<file path="config.mk">
export PLATFORM = sky130hd
export DESIGN_NAME = lru_key_value_cache_flat
export DESIGN_NICKNAME = d
export VERILOG_FILES = /design/src/sv/lkvc_pkg.sv /design/src/sv/lkvc_if.sv /design/src/sv/lru_key_value_cache.sv /design/src/flat_wrapper.sv
export SDC_FILE = /design/constraint.sdc
export NUM_CORES = 1
export LEC_CHECK = 0
export ABC_AREA = 1
export CORE_MARGIN = 2
export CORE_UTILIZATION = 25
export DETAILED_ROUTE_END_ITERATION = 6
export DONT_BUFFER_PORTS = 1
export GPL_ROUTABILITY_DRIVEN = 0
export PLACE_DENSITY = 0.43
export REMOVE_ABC_BUFFERS = 1
export SLEW_MARGIN = 20
export SYNTH_ARGS = -nofsm -noshare
export SYNTH_HDL_FRONTEND = slang
export SYNTH_SLANG_ARGS = --single-unit
</file>
<file path="constraint.sdc">
create_clock -name clk -period 7.9 [get_ports clk]
set_input_delay 1.185 -clock clk [delete_from_list [all_inputs] [get_ports clk]]
set_output_delay 1.185 -clock clk [all_outputs]
set_load 0.01 [all_outputs]
</file>
<file path="src/sv/lkvc_pkg.sv">
// ----------------------------------------------------------------------------
// lkvc_pkg
// Shared types and constants for the LRU key/value cache.
// ----------------------------------------------------------------------------
package lkvc_pkg;

	localparam int ENTRIES = 16;
	localparam int IDX_W   = $clog2(ENTRIES);
	localparam int CNT_W   = $clog2(ENTRIES + 1);
	localparam int CAP_W   = 5;
	localparam int DATA_W  = 32;

	localparam logic FUNC_GET = 1'b0;
	localparam logic FUNC_PUT = 1'b1;

	// one stored line: key, value and recency rank (0 = most recent)
	typedef struct packed {
		logic [DATA_W-1:0] key;
		logic [DATA_W-1:0] value;
		logic [IDX_W-1:0]  rank;
	} entry_t;

	typedef enum logic [6:0] {
		ST_IDLE     = 7'b0000001,
		ST_SCAN     = 7'b0000010,
		ST_SCAN_END = 7'b0000100,
		ST_DECIDE   = 7'b0001000,
		ST_UPD      = 7'b0010000,
		ST_UPD_END  = 7'b0100000,
		ST_FIN      = 7'b1000000
	} state_t;

endpackage

</file>
<file path="src/sv/lkvc_if.sv">
// ----------------------------------------------------------------------------
// lkvc_req_if / lkvc_rsp_if
// Valid/ready channels carrying request and response words of the cache.
// ----------------------------------------------------------------------------
interface lkvc_req_if import lkvc_pkg::*; ();
	logic                     valid;
	logic                     ready;
	logic                     func;
	logic signed [DATA_W-1:0] key;
	logic signed [DATA_W-1:0] value;

	modport source (output valid, output func, output key, output value, input ready);
	modport sink   (input valid, input func, input key, input value, output ready);
endinterface

interface lkvc_rsp_if import lkvc_pkg::*; ();
	logic                     valid;
	logic                     ready;
	logic                     hit;
	logic signed [DATA_W-1:0] read_value;
	logic                     evicted;
	logic [CAP_W-1:0]         occupancy;

	modport source (output valid, output hit, output read_value, output evicted,
		output occupancy, input ready);
	modport sink   (input valid, input hit, input read_value, input evicted,
		input occupancy, output ready);
endinterface

</file>
<file path="src/sv/lru_key_value_cache.sv">
// ----------------------------------------------------------------------------
// lru_key_value_cache
// Fully associative key/value cache with LRU replacement, one word at a time.
// Each word: a scan of the entry memory (one read per cycle) for key match, then,
// when the key hits or a put stores it, a read-modify-write pass to age the
// recency ranks. A new word is accepted only in idle, once the previous result
// has gone to the output register. Reset clears valid bits and count, capacity
// 16; keys, values, ranks not cleared.
// ----------------------------------------------------------------------------
module lru_key_value_cache import lkvc_pkg::*; (
	input  logic             clk,
	input  logic             arst_n,
	input  logic             cfg_we,
	input  logic [CAP_W-1:0] cfg_wdata,
	lkvc_req_if.sink         req,
	lkvc_rsp_if.source       rsp
);

	state_t              state_q;
	logic [CAP_W-1:0]    cap_q;
	logic [ENTRIES-1:0]  valid_q;
	logic [CNT_W-1:0]    count_q;
	logic [IDX_W-1:0]    idx_q;

	// operation under work
	logic                op_func_q;
	logic [DATA_W-1:0]   op_key_q;
	logic [DATA_W-1:0]   op_value_q;

	// scan results
	logic                hit_found_q, lru_found_q, free_found_q;
	logic [IDX_W-1:0]    hit_idx_q, lru_idx_q, free_idx_q;
	logic [IDX_W-1:0]    hit_rank_q;
	logic [DATA_W-1:0]   hit_value_q;

	// update pass controls
	logic [IDX_W-1:0]    slot_q;
	logic [CNT_W-1:0]    lim_q;
	logic                lim_all_q;
	logic                ev_q;

	// memory read pipeline
	entry_t              entry_mem [ENTRIES];
	entry_t              rd_data_s1;
	logic [IDX_W-1:0]    rd_idx_s1;
	logic                rd_scan_s1, rd_upd_s1;

	// output register
	logic                rsp_valid_q;
	logic                rsp_hit_q, rsp_ev_q;
	logic [DATA_W-1:0]   rsp_value_q;
	logic [CNT_W-1:0]    rsp_occ_q;

	logic [CNT_W-1:0]    eff_cap;
	logic                idx_last;
	logic                out_free;
	logic                wr_en;
	entry_t              wr_data;
	logic                is_slot;

	always_comb begin
		if (cap_q == '0) begin
			eff_cap = CNT_W'(1);
		end else if (32'(cap_q) > 32'(ENTRIES)) begin
			eff_cap = CNT_W'(ENTRIES);
		end else begin
			eff_cap = CNT_W'(cap_q);
		end
	end

	assign idx_last = (idx_q == IDX_W'(ENTRIES - 1));
	assign out_free = !rsp_valid_q || rsp.ready;
	assign req.ready = (state_q == ST_IDLE);

	// write-back of the update pass: target slot gets rank 0, newer ones age
	assign is_slot = (rd_idx_s1 == slot_q);
	always_comb begin
		wr_data = rd_data_s1;
		if (is_slot) begin
			wr_data.rank = '0;
			if (op_func_q == FUNC_PUT) begin
				wr_data.key   = op_key_q;
				wr_data.value = op_value_q;
			end
		end else begin
			wr_data.rank = rd_data_s1.rank + IDX_W'(1);
		end
	end
	assign wr_en = rd_upd_s1 && (is_slot || (valid_q[rd_idx_s1] &&
		(lim_all_q || (CNT_W'(rd_data_s1.rank) < lim_q))));

	always_ff @(posedge clk) begin
		if (wr_en) begin
			entry_mem[rd_idx_s1] <= wr_data;
		end
		rd_data_s1 <= entry_mem[idx_q];
		rd_idx_s1  <= idx_q;
	end

	always_ff @(posedge clk or negedge arst_n) begin
		if (!arst_n) begin
			rd_scan_s1 <= 1'b0;
			rd_upd_s1  <= 1'b0;
		end else begin
			rd_scan_s1 <= (state_q == ST_SCAN);
			rd_upd_s1  <= (state_q == ST_UPD);
		end
	end

	// main sequencer
	always_ff @(posedge clk or negedge arst_n) begin
		if (!arst_n) begin
			state_q      <= ST_IDLE;
			cap_q        <= CAP_W'(16);
			valid_q      <= '0;
			count_q      <= '0;
			idx_q        <= '0;
			hit_found_q  <= 1'b0;
			lru_found_q  <= 1'b0;
			free_found_q <= 1'b0;
			lim_all_q    <= 1'b0;
			ev_q         <= 1'b0;
			rsp_valid_q  <= 1'b0;
		end else begin
			if (state_q == ST_FIN && out_free) begin
				rsp_valid_q <= 1'b1;
			end else if (rsp.ready) begin
				rsp_valid_q <= 1'b0;
			end
			if (cfg_we) begin
				cap_q   <= cfg_wdata;
				valid_q <= '0;
				count_q <= '0;
			end

			// compare stage of the scan
			if (rd_scan_s1) begin
				if (!hit_found_q && valid_q[rd_idx_s1] && rd_data_s1.key == op_key_q) begin
					hit_found_q <= 1'b1;
				end
				if (!lru_found_q && valid_q[rd_idx_s1] &&
						(CNT_W'(rd_data_s1.rank) + CNT_W'(1) == count_q)) begin
					lru_found_q <= 1'b1;
				end
				if (!free_found_q && !valid_q[rd_idx_s1]) begin
					free_found_q <= 1'b1;
				end
			end

			case (state_q)
				ST_IDLE: begin
					if (req.valid) begin
						hit_found_q  <= 1'b0;
						lru_found_q  <= 1'b0;
						free_found_q <= 1'b0;
						idx_q        <= '0;
						state_q      <= ST_SCAN;
					end
				end
				ST_SCAN: begin
					idx_q <= idx_q + IDX_W'(1);
					if (idx_last) begin
						state_q <= ST_SCAN_END;
					end
				end
				ST_SCAN_END: begin
					state_q <= ST_DECIDE;
				end
				ST_DECIDE: begin
					idx_q     <= '0;
					lim_all_q <= 1'b0;
					ev_q      <= 1'b0;
					state_q   <= ST_FIN;
					if (hit_found_q) begin
						lim_q   <= CNT_W'(hit_rank_q);
						state_q <= ST_UPD;
					end else if (op_func_q == FUNC_PUT) begin
						if (count_q >= eff_cap) begin
							if (lru_found_q) begin
								lim_q   <= count_q;
								ev_q    <= 1'b1;
								state_q <= ST_UPD;
							end
						end else if (free_found_q) begin
							lim_all_q           <= 1'b1;
							valid_q[free_idx_q] <= 1'b1;
							count_q             <= count_q + CNT_W'(1);
							state_q             <= ST_UPD;
						end
					end
				end
				ST_UPD: begin
					idx_q <= idx_q + IDX_W'(1);
					if (idx_last) begin
						state_q <= ST_UPD_END;
					end
				end
				ST_UPD_END: begin
					state_q <= ST_FIN;
				end
				ST_FIN: begin
					if (out_free) begin
						state_q <= ST_IDLE;
					end
				end
				default: begin
					state_q <= ST_IDLE;
				end
			endcase
		end
	end

	// payload registers
	always_ff @(posedge clk) begin
		if (state_q == ST_IDLE && req.valid) begin
			op_func_q  <= req.func;
			op_key_q   <= req.key;
			op_value_q <= req.value;
		end
		if (rd_scan_s1) begin
			if (!hit_found_q && valid_q[rd_idx_s1] && rd_data_s1.key == op_key_q) begin
				hit_idx_q   <= rd_idx_s1;
				hit_rank_q  <= rd_data_s1.rank;
				hit_value_q <= rd_data_s1.value;
			end
			if (!lru_found_q && valid_q[rd_idx_s1] &&
					(CNT_W'(rd_data_s1.rank) + CNT_W'(1) == count_q)) begin
				lru_idx_q <= rd_idx_s1;
			end
			if (!free_found_q && !valid_q[rd_idx_s1]) begin
				free_idx_q <= rd_idx_s1;
			end
		end
		if (state_q == ST_DECIDE) begin
			if (hit_found_q) begin
				slot_q <= hit_idx_q;
			end else if (count_q >= eff_cap) begin
				slot_q <= lru_idx_q;
			end else begin
				slot_q <= free_idx_q;
			end
		end
		if (state_q == ST_FIN && out_free) begin
			rsp_hit_q <= hit_found_q;
			rsp_ev_q  <= ev_q;
			rsp_occ_q <= count_q;
			if (op_func_q == FUNC_PUT) begin
				rsp_value_q <= '0;
			end else if (hit_found_q) begin
				rsp_value_q <= hit_value_q;
			end else begin
				rsp_value_q <= '1;
			end
		end
	end

	assign rsp.valid      = rsp_valid_q;
	assign rsp.hit        = rsp_hit_q;
	assign rsp.read_value = rsp_value_q;
	assign rsp.evicted    = rsp_ev_q;
	assign rsp.occupancy  = CAP_W'(rsp_occ_q);

endmodule
</file>
<file path="src/flat_wrapper.sv">
// flat-port wrapper written by rule: the top's interface ports become plain ports
module lru_key_value_cache_flat import lkvc_pkg::*;
  (clk, arst_n, cfg_we, cfg_wdata, req_valid, req_func, req_key, req_value, req_ready, rsp_valid, rsp_hit, rsp_read_value, rsp_evicted, rsp_occupancy, rsp_ready);
  lkvc_req_if req_i ();
  lkvc_rsp_if rsp_i ();
  input  logic clk;
  input  logic arst_n;
  input  logic cfg_we;
  input  logic [CAP_W-1:0] cfg_wdata;
  input wire logic [$bits(req_i.valid)-1:0] req_valid;
  input wire logic [$bits(req_i.func)-1:0] req_func;
  input wire logic [$bits(req_i.key)-1:0] req_key;
  input wire logic [$bits(req_i.value)-1:0] req_value;
  output wire logic [$bits(req_i.ready)-1:0] req_ready;
  output wire logic [$bits(rsp_i.valid)-1:0] rsp_valid;
  output wire logic [$bits(rsp_i.hit)-1:0] rsp_hit;
  output wire logic [$bits(rsp_i.read_value)-1:0] rsp_read_value;
  output wire logic [$bits(rsp_i.evicted)-1:0] rsp_evicted;
  output wire logic [$bits(rsp_i.occupancy)-1:0] rsp_occupancy;
  input wire logic [$bits(rsp_i.ready)-1:0] rsp_ready;
  assign req_i.valid = req_valid;
  assign req_i.func = req_func;
  assign req_i.key = req_key;
  assign req_i.value = req_value;
  assign req_ready = req_i.ready;
  assign rsp_valid = rsp_i.valid;
  assign rsp_hit = rsp_i.hit;
  assign rsp_read_value = rsp_i.read_value;
  assign rsp_evicted = rsp_i.evicted;
  assign rsp_occupancy = rsp_i.occupancy;
  assign rsp_i.ready = rsp_ready;
  lru_key_value_cache u_core (.clk(clk), .arst_n(arst_n), .cfg_we(cfg_we), .cfg_wdata(cfg_wdata), .req(req_i), .rsp(rsp_i));
endmodule
</file>
==> metrics.yaml <==
clock_network:
  cts.htree.levels: 4
  cts.path.max_buffers: 3
  hold_buffers: 0
  post_cts_resized: 0
  cts_tree: "done"
  cts-root-buf: "clkbuf_16"
  cts_num_sinks: 1366
  clk_pin_slew_ns: 0.06
  clock_latency_ns: 0.81
  cts_buffers: 159
  cts_setup_buffers: 0
run:
  drv_cap: 0
grt:
  antenna_found_initial: 12
  met1_usage_pct: 19.31
  grt_pass1_vias: 31800
  grt_usage_pct: 14.09
  overflow: 0
  gr-max-usage-layer: "met2"
  use_met3_pct: 2.365
  grtUsageMet2_pct: 23.09
  grt_pass1_wl_um: 225500
  grt_max_degree: 190
critical_path:
  critPathCaptureType: "flop"
  start_kind: "flop"
  reg2reg_from: "u_core.rd_data_s1[2]"
  cp.arrival_ns: 4.44
  critPathMaxFanout: 28
  reg2reg_depth: 12
  required_ns: 8.33
  timing.rr.end: "u_core.entry_mem[12][22]"
  critical_path_class: "flop to flop"
  rrSetupSlack_ns: 3.89
floorplanning:
  core_um2: 209800
  row_count: 168
  die_w_um: 463.4
  die-area_um2: 214800
  ioPinCount: 116
  initial_utilization_pct: 25.15
  die_h_um: 463.4
detailed_routing:
  vias: 31860
  dr.pass1.iters: 5
  drt_iter0_drc: 2455
  vias_per_cell: 4.592
  wl_um: 154600
  routedWlPerCell_um: 22.29
  drc: 0
  antenna_left: 0
pwr:
  ir_worst_vdd_uv: 279.9
  power_uw: 21850
  p_per_area_nw_per_um2: 357.6
  power.leakage_uw: 0.01979
logic_synthesis:
  yosysUniqueCellTypes: 42
  synth_seq_cells: 1366
  synthCells: 4005
  synth.area.top_cells: "edfxtp_1 (71%), o21ai_0 (5.6%), nor2_1 (4.9%)"
  syn_area_per_cell_um2: 13.18
  ys_seq_area_share_pct: 75.95
  synth_top_area_share_pct: 71.08
  syn-cell-area_um2: 52770
  yosys.area.top_type: "edfxtp_1"
  yosys_warnings: 0
finish:
  layout_commonest_cell: "edfxtp_1"
  fin_nets: 4080
  area_growth_pct: 15.82
  layout_common_cells: "edfxtp_1 (1249), nor2_1 (683), o21ai_0 (589)"
  fillers: 21480
  drive_gt1_share_pct: 9.516
timing:
  setup_viol: 0
  post-route-min-period_ns: 4.007
  hold_slack_ns: 0.09164
  layout_worst_path_cycle_share_pct: 50.72
  hold_viol: 0
  worstMarginPinSlew_ns: 1.100
  rsz0062_at_grt: "no"
  finalWorstSetupSlack_ns: 3.893
  max_freq_ghz: 0.2496
  max_slew_margin_pct: 26.65
  finClkSkew_ns: 0.06617
  report.final.slew_viol_count: 0
place:
  dp_hpwl_um: 84100
  port_buffers: 0
  dp_slack_ns: 3.741
min_path:
  hold_class: "input port to asynchronous set/reset pin"
outcome:
  status: "complete, no violations"
==> cell usage after synthesis, drive strengths merged <==
library cell	instances
a21oi	9
a31oi	4
buf	86
clkbuf	157
clkinv	4
dfrtp	43
dfstp	2
dfxtp	72
edfxtp	1249
ha	11
inv	122
mux2	34
nand2	402
nand3	135
nand3b	2
nand4	15
nor2	706
nor3	8
nor3b	1
nor4	1
o211ai	25
o21a	1
o21ai	620
o21bai	1
o221ai	111
o22ai	162
o31ai	2
or2	4
xnor2	7
xor2	9
==> layout make-up <==
| class | instances | area [um2] | share of cell area [%] |
|---|---|---|---|
| inverter | 126 | 504.2 | 0.8251 |
| multi-input combinational | 2270 | 11300 | 18.48 |
| tap | 2805 | 3510 | 5.743 |
| clock inverter | 75 | 813.3 | 1.331 |
| sequential | 1366 | 40090 | 65.60 |
| clock buffer | 222 | 4327 | 7.080 |
| antenna | 2 | 5.005 | 0.008190 |
| timing repair buffer | 71 | 570.5 | 0.9336 |
==> report_power, final <==
part / switching (uW) / total (uW) / internal [uW]
combinational: 3780 / 5020 / 1230
sequential: 375 / 9630 / 9260
clock: 3090 / 7200 / 4110
total: 7250 / 21900 / 14600
==> flip-flops by register name, summed over array words and instances, names as in the netlist, 7 cells and up <==
register,count
u_core.entry_mem,1088
u_core.rd_data_s1,68
u_core.hit_value_q,32
u_core.op_key_q,32
u_core.op_value_q,32
u_core.rsp.read_value,32
u_core.valid_q,16
u_core.state_q,7
==> worst max-delay path, cell delays in order (launching register included) <==
cell and delay [ns]:
dfxtp_1 0.42, ha_1 0.28, nand2_1 0.09, inv_1 0.04, o21ai_0 0.14, o21ai_0 0.10, o21ai_0 0.28, nand2_2 0.09
nand2_2 0.08, nand2_4 0.25, nor2_4 0.68, buf_4 0.58, buf_4 0.56
==> metal layers <==
| layer | routed length [um] | share of wire, % | vias to the layer above |
|---|---|---|---|
| met5 | 41 | 0.027 | - |
| met1 | 72140 | 47 | 16320 |
| met3 | 6156 | 4.0 | 192 |
| met4 | 2899 | 1.9 | 6 |
| met2 | 73400 | 47 | 671 |
| li1 | - | - | 14670 |
==> worst max path at each step <==
| stage | end | startpoint | cells past startpoint | slack (ns) |
|---|---|---|---|---|
| floorplan | u_core.rd_data_s1[11] | u_core.idx_q[0] | 5 | -7.39 |
| global placement | u_core.entry_mem[12][47] | u_core.lim_q[2] | 13 | 3.75 |
| detailed placement | u_core.entry_mem[12][20] | u_core.rd_data_s1[2] | 12 | 3.74 |
| CTS | u_core.entry_mem[12][53] | u_core.rd_data_s1[2] | 12 | 3.72 |
| global route | u_core.entry_mem[12][53] | u_core.rd_data_s1[2] | 12 | 3.57 |
| finish | u_core.entry_mem[12][22] | u_core.rd_data_s1[2] | 12 | 3.89 |
==> cells by family after synthesis <==
| group | count (synthesis) | share of synthesized area (%) |
|---|---|---|
| flip-flops | 1366 | 75.95 |
| AND/OR/NAND/NOR | 1274 | 9.634 |
| AO/OA/AOI/OAI | 935 | 10.20 |
| buffers and inverters | 369 | 2.966 |
| multiplexers | 34 | 0.7256 |
| XOR/XNOR | 16 | 0.2656 |
| adder cells (fa/ha/maj) | 11 | 0.2608 |
==> through the flow <==
stage	cell area, um2	util [%]	setup TNS, ns	std cells
finish	61110	29.13	0	6937
global placement	55900	26.65	0	6637
detailed placement	55940	26.66	0	6638
floorplan	51680	-	-515.71	3762
global route	61110	29.13	0	6936
CTS	61080	29.11	0	6935
(Power assumes the default switching activity.)
